## src/hw/rtl/assert_macros.svh

```systemverilog
// Concurrent assertion helpers, clocked on clk_i with reset rst_ni.
`ifndef ASSERT_MACROS_SVH
`define ASSERT_MACROS_SVH
`ifndef SYNTHESIS
`define LEB_ASSERT(name, prop) \
  name: assert property (@(posedge clk_i) disable iff (!rst_ni) (prop)) \
    else $error("assertion failed");
`define LEB_ASSERT_NEVER(name, prop) \
  name: assert property (@(posedge clk_i) disable iff (!rst_ni) !(prop)) \
    else $error("forbidden condition seen");
`else
`define LEB_ASSERT(name, prop)
`define LEB_ASSERT_NEVER(name, prop)
`endif
`endif

```

## src/hw/rtl/leb_pkg.sv

```systemverilog
package leb_pkg;

  localparam int unsigned TOT_W  = 16;
  localparam int unsigned NUM_W  = 28;
  localparam int unsigned FAC_W  = 13;
  localparam int unsigned OUT_W  = 28;
  localparam int unsigned STEP_W = 25;
  localparam int unsigned PROD_W = 41;

  localparam logic [FAC_W-1:0] FULL_FACTOR = 13'd4096;
  localparam logic [NUM_W-1:0] BREATH_NUM  = 28'd20971520;
  localparam logic [TOT_W-1:0] TOT_RESET   = 16'd1000;
  localparam logic [TOT_W-1:0] TOT_MIN     = 16'd1;

  typedef enum logic [2:0] {
    FUNC_BREATH,
    FUNC_FADEIN40,
    FUNC_FADEIN80,
    FUNC_FADEOUT40,
    FUNC_FADEOUT80,
    FUNC_LINEAR,
    FUNC_BLINK,
    FUNC_KEEP
  } func_e;

  localparam logic [FAC_W-1:0] BREATH_TAB [80] = '{
    13'd0, 13'd52, 13'd104, 13'd156, 13'd207, 13'd259, 13'd311, 13'd363,
    13'd415, 13'd467, 13'd518, 13'd570, 13'd622, 13'd674, 13'd726, 13'd778,
    13'd829, 13'd881, 13'd933, 13'd985, 13'd1037, 13'd1089, 13'd1140, 13'd1192,
    13'd1244, 13'd1296, 13'd1348, 13'd1400, 13'd1451, 13'd1503, 13'd1555, 13'd1607,
    13'd1659, 13'd1711, 13'd1763, 13'd1815, 13'd1866, 13'd1918, 13'd1970, 13'd2022,
    13'd2074, 13'd2126, 13'd2177, 13'd2229, 13'd2281, 13'd2333, 13'd2385, 13'd2437,
    13'd2488, 13'd2540, 13'd2592, 13'd2644, 13'd2696, 13'd2748, 13'd2800, 13'd2851,
    13'd2903, 13'd2955, 13'd3007, 13'd3059, 13'd3111, 13'd3163, 13'd3214, 13'd3266,
    13'd3318, 13'd3370, 13'd3422, 13'd3474, 13'd3526, 13'd3577, 13'd3629, 13'd3681,
    13'd3733, 13'd3785, 13'd3837, 13'd3889, 13'd3940, 13'd3992, 13'd4044, 13'd4096
  };

  localparam logic [FAC_W-1:0] FADE40_TAB [40] = '{
    13'd0, 13'd31, 13'd75, 13'd131, 13'd197, 13'd272, 13'd355, 13'd445,
    13'd541, 13'd641, 13'd745, 13'd852, 13'd961, 13'd1073, 13'd1185, 13'd1298,
    13'd1412, 13'd1526, 13'd1641, 13'd1755, 13'd1869, 13'd1983, 13'd2097, 13'd2210,
    13'd2323, 13'd2435, 13'd2547, 13'd2657, 13'd2768, 13'd2877, 13'd2987, 13'd3095,
    13'd3203, 13'd3311, 13'd3419, 13'd3526, 13'd3634, 13'd3741, 13'd3849, 13'd4096
  };

  localparam logic [FAC_W-1:0] FADEIN80_TAB [80] = '{
    13'd0, 13'd0, 13'd0, 13'd0, 13'd1, 13'd1, 13'd2, 13'd3,
    13'd4, 13'd6, 13'd8, 13'd11, 13'd14, 13'd18, 13'd23, 13'd28,
    13'd34, 13'd41, 13'd48, 13'd57, 13'd66, 13'd77, 13'd88, 13'd101,
    13'd115, 13'd130, 13'd146, 13'd164, 13'd182, 13'd203, 13'd224, 13'd247,
    13'd272, 13'd299, 13'd327, 13'd356, 13'd388, 13'd421, 13'd456, 13'd493,
    13'd532, 13'd573, 13'd615, 13'd661, 13'd708, 13'd757, 13'd809, 13'd863,
    13'd919, 13'd977, 13'd1038, 13'd1102, 13'd1168, 13'd1237, 13'd1308, 13'd1382,
    13'd1459, 13'd1539, 13'd1621, 13'd1706, 13'd1794, 13'd1886, 13'd1980, 13'd2077,
    13'd2178, 13'd2281, 13'd2388, 13'd2499, 13'd2612, 13'd2729, 13'd2850, 13'd2973,
    13'd3101, 13'd3232, 13'd3366, 13'd3505, 13'd3647, 13'd3793, 13'd3942, 13'd4096
  };

  localparam logic [FAC_W-1:0] FADEOUT80_TAB [80] = '{
    13'd0, 13'd154, 13'd303, 13'd449, 13'd591, 13'd730, 13'd864, 13'd995,
    13'd1123, 13'd1246, 13'd1367, 13'd1484, 13'd1597, 13'd1708, 13'd1815, 13'd1918,
    13'd2019, 13'd2116, 13'd2210, 13'd2302, 13'd2390, 13'd2475, 13'd2557, 13'd2637,
    13'd2714, 13'd2788, 13'd2859, 13'd2928, 13'd2994, 13'd3058, 13'd3119, 13'd3177,
    13'd3233, 13'd3287, 13'd3339, 13'd3388, 13'd3435, 13'd3481, 13'd3523, 13'd3564,
    13'd3603, 13'd3640, 13'd3675, 13'd3708, 13'd3740, 13'd3769, 13'd3797, 13'd3824,
    13'd3849, 13'd3872, 13'd3893, 13'd3914, 13'd3932, 13'd3950, 13'd3966, 13'd3981,
    13'd3995, 13'd4008, 13'd4019, 13'd4030, 13'd4039, 13'd4048, 13'd4055, 13'd4062,
    13'd4068, 13'd4073, 13'd4078, 13'd4082, 13'd4085, 13'd4088, 13'd4090, 13'd4092,
    13'd4093, 13'd4094, 13'd4095, 13'd4095, 13'd4096, 13'd4096, 13'd4096, 13'd4096
  };

endpackage

```

## src/hw/rtl/leb_div.sv

```systemverilog
module leb_div #(
  parameter int unsigned SIDE_W = 51
) (
  input  logic                       clk_i,
  input  logic                       rst_ni,
  input  logic                       in_valid_i,
  output logic                       in_ready_o,
  input  logic [leb_pkg::NUM_W-1:0]  num_i,
  input  logic [leb_pkg::TOT_W-1:0]  den_i,
  input  logic [SIDE_W-1:0]          side_i,
  output logic                       out_valid_o,
  input  logic                       out_ready_i,
  output logic [leb_pkg::NUM_W-1:0]  quot_o,
  output logic [SIDE_W-1:0]          side_o
);
  import leb_pkg::*;

  logic [NUM_W-1:0] v_q;
  logic [NUM_W:0]   adv;
  logic [TOT_W-1:0] rem_q  [NUM_W];
  logic [NUM_W-1:0] nq_q   [NUM_W];
  logic [SIDE_W-1:0] side_q [NUM_W];

  assign adv[NUM_W] = out_ready_i;
  assign in_ready_o = adv[0];

  for (genvar k = 0; k < NUM_W; k++) begin : g_stage
    logic              prev_v;
    logic [TOT_W-1:0]  prev_rem;
    logic [NUM_W-1:0]  prev_nq;
    logic [SIDE_W-1:0] prev_side;
    logic [TOT_W:0]    trial;
    logic              ge;
    logic [TOT_W:0]    diff;
    logic [TOT_W-1:0]  rem_d;

    if (k == 0) begin : g_first
      assign prev_v    = in_valid_i;
      assign prev_rem  = '0;
      assign prev_nq   = num_i;
      assign prev_side = side_i;
    end else begin : g_rest
      assign prev_v    = v_q[k-1];
      assign prev_rem  = rem_q[k-1];
      assign prev_nq   = nq_q[k-1];
      assign prev_side = side_q[k-1];
    end

    assign adv[k] = ~v_q[k] | adv[k+1];
    assign trial  = {prev_rem, prev_nq[NUM_W-1]};
    assign ge     = trial >= {1'b0, den_i};
    assign diff   = trial - {1'b0, den_i};
    assign rem_d  = ge ? diff[TOT_W-1:0] : trial[TOT_W-1:0];

    always_ff @(posedge clk_i or negedge rst_ni) begin
      if (!rst_ni) begin
        v_q[k] <= 1'b0;
      end else if (adv[k]) begin
        v_q[k] <= prev_v;
      end
    end

    always_ff @(posedge clk_i) begin
      if (adv[k]) begin
        rem_q[k]  <= rem_d;
        nq_q[k]   <= {prev_nq[NUM_W-2:0], ge};
        side_q[k] <= prev_side;
      end
    end
  end

  assign out_valid_o = v_q[NUM_W-1];
  assign quot_o      = nq_q[NUM_W-1];
  assign side_o      = side_q[NUM_W-1];

endmodule

```

## src/hw/rtl/leb_tail.sv

```systemverilog
module leb_tail #(
  parameter int unsigned VB = 16
) (
  input  logic                       clk_i,
  input  logic                       rst_ni,
  input  logic                       in_valid_i,
  output logic                       in_ready_o,
  input  logic [leb_pkg::NUM_W-1:0]  quot_i,
  input  logic [2:0]                 func_i,
  input  logic [VB-1:0]              start_i,
  input  logic [VB-1:0]              end_i,
  input  logic [leb_pkg::TOT_W-1:0]  elapsed_i,
  input  logic [leb_pkg::TOT_W-1:0]  tot_i,
  output logic                       out_valid_o,
  input  logic                       out_ready_i,
  output logic [leb_pkg::OUT_W-1:0]  scaled_o,
  output logic [leb_pkg::FAC_W-1:0]  factor_o
);
  import leb_pkg::*;

  localparam int unsigned NST   = 4;
  localparam int unsigned MUL_W = FAC_W + VB;
  localparam int unsigned SUM_W = (VB + 14 > OUT_W) ? VB + 14 : OUT_W;

  logic [NST-1:0] v_q;
  logic [NST:0]   adv;
  logic [NST-1:0] vin;

  logic [2:0]        func0_q;
  logic [VB-1:0]     s0_q, e0_q;
  logic [TOT_W-1:0]  el0_q;
  logic [NUM_W-1:0]  q0_q;
  logic [PROD_W-1:0] prod0_q;
  logic [PROD_W-1:0] prod_d;

  logic [VB-1:0]    s1_q, e1_q, s1_d;
  logic [FAC_W-1:0] f1_q, f1_d;

  logic [VB-1:0]    s2_q;
  logic             up2_q;
  logic [MUL_W-1:0] p2_q;
  logic [FAC_W-1:0] f2_q;
  logic             up_d;
  logic [VB-1:0]    diff_d;

  logic [OUT_W-1:0] sc3_q;
  logic [FAC_W-1:0] f3_q;
  logic [SUM_W-1:0] base_d, pw_d, sum_d;

  logic [STEP_W-1:0] bidx;
  logic              el_ge;
  logic [6:0]        fidx40, fidx80, qdec;
  logic [7:0]        bmir;

  assign vin        = {v_q[NST-2:0], in_valid_i};
  assign adv[NST]   = out_ready_i;
  assign in_ready_o = adv[0];
  for (genvar k = 0; k < NST; k++) begin : g_adv
    assign adv[k] = ~v_q[k] | adv[k+1];
  end

  always_ff @(posedge clk_i or negedge rst_ni) begin
    if (!rst_ni) begin
      v_q <= '0;
    end else begin
      for (int k = 0; k < NST; k++) begin
        if (adv[k]) begin
          v_q[k] <= vin[k];
        end
      end
    end
  end

  assign prod_d = elapsed_i * quot_i[STEP_W-1:0];

  always_ff @(posedge clk_i) begin
    if (adv[0]) begin
      func0_q <= func_i;
      s0_q    <= start_i;
      e0_q    <= end_i;
      el0_q   <= elapsed_i;
      q0_q    <= quot_i;
      prod0_q <= prod_d;
    end
  end

  assign bidx   = prod0_q[PROD_W-1:16];
  assign bmir   = 8'd239 - bidx[7:0];
  assign el_ge  = el0_q >= tot_i;
  assign qdec   = (q0_q[6:0] == 7'd0) ? 7'd0 : q0_q[6:0] - 7'd1;
  assign fidx40 = el_ge ? 7'd39 : qdec;
  assign fidx80 = el_ge ? 7'd79 : qdec;

  always_comb begin
    s1_d = s0_q;
    case (func_e'(func0_q))
      FUNC_BREATH: begin
        if (bidx < STEP_W'(80)) begin
          f1_d = BREATH_TAB[bidx[6:0]];
        end else if (bidx < STEP_W'(160)) begin
          f1_d = FULL_FACTOR;
        end else if (bidx < STEP_W'(240)) begin
          f1_d = BREATH_TAB[bmir[6:0]];
        end else begin
          f1_d = '0;
        end
      end
      FUNC_FADEIN40, FUNC_FADEOUT40: f1_d = FADE40_TAB[fidx40[5:0]];
      FUNC_FADEIN80:  f1_d = FADEIN80_TAB[fidx80];
      FUNC_FADEOUT80: f1_d = FADEOUT80_TAB[fidx80];
      FUNC_LINEAR:    f1_d = el_ge ? FULL_FACTOR : q0_q[FAC_W-1:0];
      FUNC_BLINK: begin
        f1_d = (el0_q < (tot_i >> 1)) ? FULL_FACTOR : '0;
        s1_d = '0;
      end
      default: f1_d = FULL_FACTOR;
    endcase
  end

  always_ff @(posedge clk_i) begin
    if (adv[1]) begin
      s1_q <= s1_d;
      e1_q <= e0_q;
      f1_q <= f1_d;
    end
  end

  assign up_d   = e1_q >= s1_q;
  assign diff_d = up_d ? e1_q - s1_q : s1_q - e1_q;

  always_ff @(posedge clk_i) begin
    if (adv[2]) begin
      s2_q  <= s1_q;
      up2_q <= up_d;
      p2_q  <= f1_q * diff_d;
      f2_q  <= f1_q;
    end
  end

  assign base_d = {{(SUM_W-VB-12){1'b0}}, s2_q, 12'b0};
  assign pw_d   = {{(SUM_W-MUL_W){1'b0}}, p2_q};
  assign sum_d  = up2_q ? base_d + pw_d : base_d - pw_d;

  always_ff @(posedge clk_i) begin
    if (adv[3]) begin
      sc3_q <= sum_d[OUT_W-1:0];
      f3_q  <= f2_q;
    end
  end

  assign out_valid_o = v_q[NST-1];
  assign scaled_o    = sc3_q;
  assign factor_o    = f3_q;

endmodule

```

## src/hw/rtl/led_easing_blend_core.sv

```systemverilog
// Channel   Handshake                  Beat fields
// input     in_valid_i / in_ready_o    func_i, start_value_i, end_value_i, elapsed_ms_i
// output    out_valid_o / out_ready_i  scaled_value_o, curve_factor_o
// config    cfg_we_i                   cfg_wdata_i (total_ms)
//
// One beat enters per cycle while in_ready_o is high; from acceptance to output each beat passes through:
// 28 stages of a one-bit-per-stage divider, then four stages for the curve product,
// table lookup, blend multiply and final add.
// Reset clears all valid bits and loads total_ms with 1000.
// A stall at the output backs up only through full stages; empty stages keep filling.
module led_easing_blend_core #(
  parameter int unsigned VALUE_BITS = 16
) (
  input  logic        clk_i,
  input  logic        rst_ni,
  input  logic        in_valid_i,
  output logic        in_ready_o,
  input  logic [2:0]  func_i,
  input  logic [15:0] start_value_i,
  input  logic [15:0] end_value_i,
  input  logic [15:0] elapsed_ms_i,
  output logic        out_valid_o,
  input  logic        out_ready_i,
  output logic [27:0] scaled_value_o,
  output logic [12:0] curve_factor_o,
  input  logic        cfg_we_i,
  input  logic [15:0] cfg_wdata_i
);
  import leb_pkg::*;

  localparam int unsigned SIDE_W = 3 + 2 * VALUE_BITS + TOT_W;

  logic [TOT_W-1:0]      total_ms_q;
  logic [NUM_W-1:0]      num_d;
  logic [NUM_W-1:0]      el_w;
  logic [VALUE_BITS+15:0] s_wide, e_wide;
  logic [SIDE_W-1:0]     side_in, side_out;
  logic                  dv_valid, dv_ready;
  logic [NUM_W-1:0]      quot;

  always_ff @(posedge clk_i or negedge rst_ni) begin
    if (!rst_ni) begin
      total_ms_q <= TOT_RESET;
    end else if (cfg_we_i) begin
      total_ms_q <= (cfg_wdata_i == '0) ? TOT_MIN : cfg_wdata_i;
    end
  end

  assign el_w = NUM_W'(elapsed_ms_i);

  always_comb begin
    case (func_e'(func_i))
      FUNC_BREATH:                   num_d = BREATH_NUM;
      FUNC_FADEIN40, FUNC_FADEOUT40: num_d = (el_w << 5) + (el_w << 3);
      FUNC_FADEIN80, FUNC_FADEOUT80: num_d = (el_w << 6) + (el_w << 4);
      FUNC_LINEAR:                   num_d = el_w << 12;
      default:                       num_d = '0;
    endcase
  end

  assign s_wide  = {{VALUE_BITS{1'b0}}, start_value_i};
  assign e_wide  = {{VALUE_BITS{1'b0}}, end_value_i};
  assign side_in = {func_i, s_wide[VALUE_BITS-1:0], e_wide[VALUE_BITS-1:0], elapsed_ms_i};

  leb_div #(
    .SIDE_W(SIDE_W)
  ) u_div (
    .clk_i      (clk_i),
    .rst_ni     (rst_ni),
    .in_valid_i (in_valid_i),
    .in_ready_o (in_ready_o),
    .num_i      (num_d),
    .den_i      (total_ms_q),
    .side_i     (side_in),
    .out_valid_o(dv_valid),
    .out_ready_i(dv_ready),
    .quot_o     (quot),
    .side_o     (side_out)
  );

  leb_tail #(
    .VB(VALUE_BITS)
  ) u_tail (
    .clk_i      (clk_i),
    .rst_ni     (rst_ni),
    .in_valid_i (dv_valid),
    .in_ready_o (dv_ready),
    .quot_i     (quot),
    .func_i     (side_out[SIDE_W-1 -: 3]),
    .start_i    (side_out[SIDE_W-4 -: VALUE_BITS]),
    .end_i      (side_out[TOT_W+VALUE_BITS-1 -: VALUE_BITS]),
    .elapsed_i  (side_out[TOT_W-1:0]),
    .tot_i      (total_ms_q),
    .out_valid_o(out_valid_o),
    .out_ready_i(out_ready_i),
    .scaled_o   (scaled_value_o),
    .factor_o   (curve_factor_o)
  );

`include "assert_macros.svh"

  `LEB_ASSERT_NEVER(a_tot_zero, total_ms_q == '0)
  `LEB_ASSERT(a_factor_range, out_valid_o |-> curve_factor_o <= FULL_FACTOR)
  `LEB_ASSERT(a_stall_cause, !in_ready_o |-> out_valid_o && !out_ready_i)

endmodule
```

## config.mk

```make
export PLATFORM = sky130hd
export DESIGN_NAME = led_easing_blend_core
export DESIGN_NICKNAME = d
export VERILOG_FILES = /design/src/hw/rtl/leb_pkg.sv /design/src/hw/rtl/leb_div.sv /design/src/hw/rtl/leb_tail.sv /design/src/hw/rtl/led_easing_blend_core.sv
export VERILOG_INCLUDE_DIRS = /design/src /design/src/hw/rtl
export SDC_FILE = /design/constraint.sdc
export NUM_CORES = 2
export LEC_CHECK = 0
export CORE_MARGIN = 5
export CORE_UTILIZATION = 60
export CTS_CLUSTER_SIZE = 10
export DETAILED_ROUTE_END_ITERATION = 10
export DONT_BUFFER_PORTS = 1
export GPL_TIMING_DRIVEN = 0
export PLACE_DENSITY = 0.73
export SLEW_MARGIN = 0
export SYNTH_ARGS = -nofsm -noshare
export SYNTH_HDL_FRONTEND = slang
export SYNTH_SLANG_ARGS = --single-unit
```

## constraint.sdc

```tcl
create_clock -name clk_i -period 25.9 [get_ports clk_i]
set_clock_uncertainty 0.15 [all_clocks]
set_input_delay 5.18 -clock clk_i [delete_from_list [all_inputs] [get_ports clk_i]]
set_output_delay 5.18 -clock clk_i [all_outputs]
set_load 0.005 [all_outputs]
```

==> flow_metrics.tcl <==
set metrics [dict create \
    synth-seq-cells 2766 \
    first_pass_iters 7 \
    synthFlopType "edfxtp_1" \
    regToRegSetupSlack_ns 15.22 \
    dpl.hpwl_um 219000 \
    grt_max_degree 60 \
    min-delay-start "u_div.nq_q[1][287]" \
    r2r-start "u_tail.s1_q[0]" \
    area_growth_pct 10.6 \
    rr_worst_depth 32 \
    drc 0 \
    num_rows 174 \
    cts_setup_buffers 0 \
    cts.reportedPaths.clkPinSlew_ns 0.06 \
    worst_ep_required_time_ns 20.57 \
    min_period_ns 17.60 \
    crit_path_end_kind "output pin" \
    reg2reg_to "u_tail.p2_q[27]" \
    core_um2 225000 \
    synth_warnings 0 \
    slowest_delay_ns 0.77 \
    cts.hold.buffers_added 0 \
    hold_path_depth 0 \
    grt_usage_pct 29.7 \
    hp-class "reg2reg" \
    async_flop_share_pct 1.74 \
    postRouteAntennaNets 0 \
    cts.sinks 2766 \
    relSlewSlack_pct 12.7 \
    grt_setup_unrepaired "false" \
    ys_seq_area_share_pct 61.1 \
    clockBufferDepth 4 \
    grt_antenna_before_repair 10 \
    initial_core_util_pct 60.3 \
    first_global_vias 85400 \
    cp_max_fo 44 \
    netlist-cell-type-count 109 \
    critPathKind "in2out" \
    insertion_delay_ns 0.97 \
    die_x_um 485 \
    timing.final.crit_share_pct 68.0 \
    setup_viol 0 \
    crit_family "simple AND/OR/NAND/NOR gates" \
    syn_nets 11200 \
    synth_area_um2 136000 \
    numCtsBuffers 336 \
    port-buffer-count 0 \
    io_pins 115 \
    synth_top_cell_area_share_pct 60.2 \
    cts_resized 0 \
    min_to "u_div.nq_q[1][316]" \
    netlist_instances 9857 \
    outcome "completed" \
    cpMaxStageDelayCell "nor2_1" \
    overflow 0 \
    final_max_slew_viol_count 0 \
    max_freq_ghz 0.0568 \
    drt-initial-drc-count 7985 \
    path_cells "nand3b_1, nor2_1, nand3_4, nor3_1, and2_1, nand3_4, nor2_1, inv_4, nor2_1, nand2_4, nor2_1, nand3_4" \
    drive_above_1_share_pct 8.92 \
    die_area_um2 236000 \
    cap_violations 0 \
    num_vias 82900 \
    final_area_um2 150000 \
    crit_buf_inv 1 \
    avgSynthCellArea_um2 13.8 \
    worst_pin_slew_ns 1.31 \
    htree_levels 5 \
    crit_arrival_ns 12.27 \
    dpl_cell_area_um2 141000 \
    synth.most_common_cell "edfxtp_1" \
    dieHeight_um 485 \
    synth-edff-count 2718 \
    yosysTopAreaCell "edfxtp_1" \
    finalHoldViolations 0 \
    wirelength_um 351000 \
    start_kind "input port" \
    fin_nets 11600 \
    grt_pass1_wl_um 530000 \
    routabilityCongestion 0.975 \
    worst_path_most_repeated_cell "nor2_1" \
    avgViaCountPerCell 6.20 \
    synth.area.top_cells "edfxtp_1 60%, fa_1 7.4%, ha_1 6.8%" \
    cts_tree "built" \
    yosys-top-cells-count "2,718 x edfxtp_1, 853 x inv_1, 790 x nand2_1" \
    cts_root_buffer "clkbuf_16" \
    post_drt_wl_per_cell_um 26.3 \
]
==> area by class of cell <==
type,instances,area (µm²)
Antenna cell,6,15.0
Buffer,275,1250
Clock buffer,405,8710
Clock inverter,39,345
Fill cell,15400,75000
Inverter,855,3230
Multi-Input combinational cell,5961,48500
Sequential cell,2766,82800
Tap cell,2992,3740
Timing Repair Buffer,57,1300
==> worst reg2reg max path, delay by kind of cell, from the launching register on <==
family | cells | cell delay, ns
adders and majority gates | 8 | 3.75
buffers and inverters | 6 | 1.06
xor gates and xnor gates | 2 | 0.71
AOI/OAI and AO/OA | 12 | 3.20
DFF | 1 | 0.59
and+or+nand+nor | 4 | 0.97
==> cells by family (layout without fill, tap and decap cells) <==
family | after synthesis | count (layout) | synth area share, %
xor gates and xnor gates | 388 | 388 | 2.51
buffers and inverters | 1130 | 1631 | 3.29
DFF | 2766 | 2766 | 61.1
muxes | 344 | 344 | 2.82
other | 0 | 6 | 0
and+or+nand+nor | 2358 | 2358 | 8.34
AOI/OAI and AO/OA | 1628 | 1628 | 7.72
adders and majority gates | 1243 | 1243 | 14.2
==> per-stage QoR <==
stage | std cells | hold slack, ns | setup TNS [ns] | utilization [%] | setup slack [ns]
global placement | 12800 | 0.250 | -225.47 | 62.0 | -5.47
global route | 13400 | 0.220 | 0 | 66.7 | 7.94
CTS | 13400 | 0.212 | 0 | 66.7 | 8.27
finish | 13400 | 0.216 | 0 | 66.7 | 8.30
floorplan | 9857 | 0.250 | 0 | - | 1.52
detailed placement | 12900 | 0.255 | 0 | 62.6 | 8.62
==> worst max path at each step <==
stage	startpoint	end	slack [ns]	depth (start not counted)
2_1_floorplan	out_ready_i	in_ready_o	1.52	12
3_3_place_gp	out_ready_i	in_ready_o	-5.47	12
3_5_place_dp	out_ready_i	in_ready_o	8.62	12
4_1_cts	out_ready_i	in_ready_o	8.27	12
5_1_grt	out_ready_i	in_ready_o	7.94	12
6_report	out_ready_i	in_ready_o	8.30	12
==> per-layer routing <==
metal	up-vias	track usage, %	routed length (µm)
met5	-	0	40
met4	6	13.3	17700
met3	1014	4.90	24200
met2	3877	50.4	173000
met1	41400	37.9	135000
li1	36500	-	-
==> registers in the layout (all words and copies together) (netlist names), 25 cells and up <==
name	cells
u_div.nq_q	625
u_tail.prod0_q	25
u_tail.scaled_o	28
u_div.side_q	1428
u_tail.p2_q	28
u_div.g_stage.prev_v	27
u_div.rem_q	432
==> layout by cell type (no fill, tap or decap), drive strengths merged, types with 117 or more instances in the layout <==
master | Yosys | final
xnor2 | 302 | 302
nor3 | 165 | 165
buf | 67 | 124
mux2 | 273 | 273
and2 | 246 | 246
a21oi | 474 | 474
clkbuf | 207 | 612
nor2 | 466 | 466
edfxtp | 2718 | 2718
nor2b | 118 | 118
nand2 | 792 | 792
ha | 741 | 741
fa | 502 | 502
o21ai | 392 | 392
a21o | 117 | 117
inv | 854 | 865
nand3 | 155 | 155
Power is left out: the tool's default activity adds up to more than one toggle a clock period on the data nets, which glitch-free logic cannot reach.
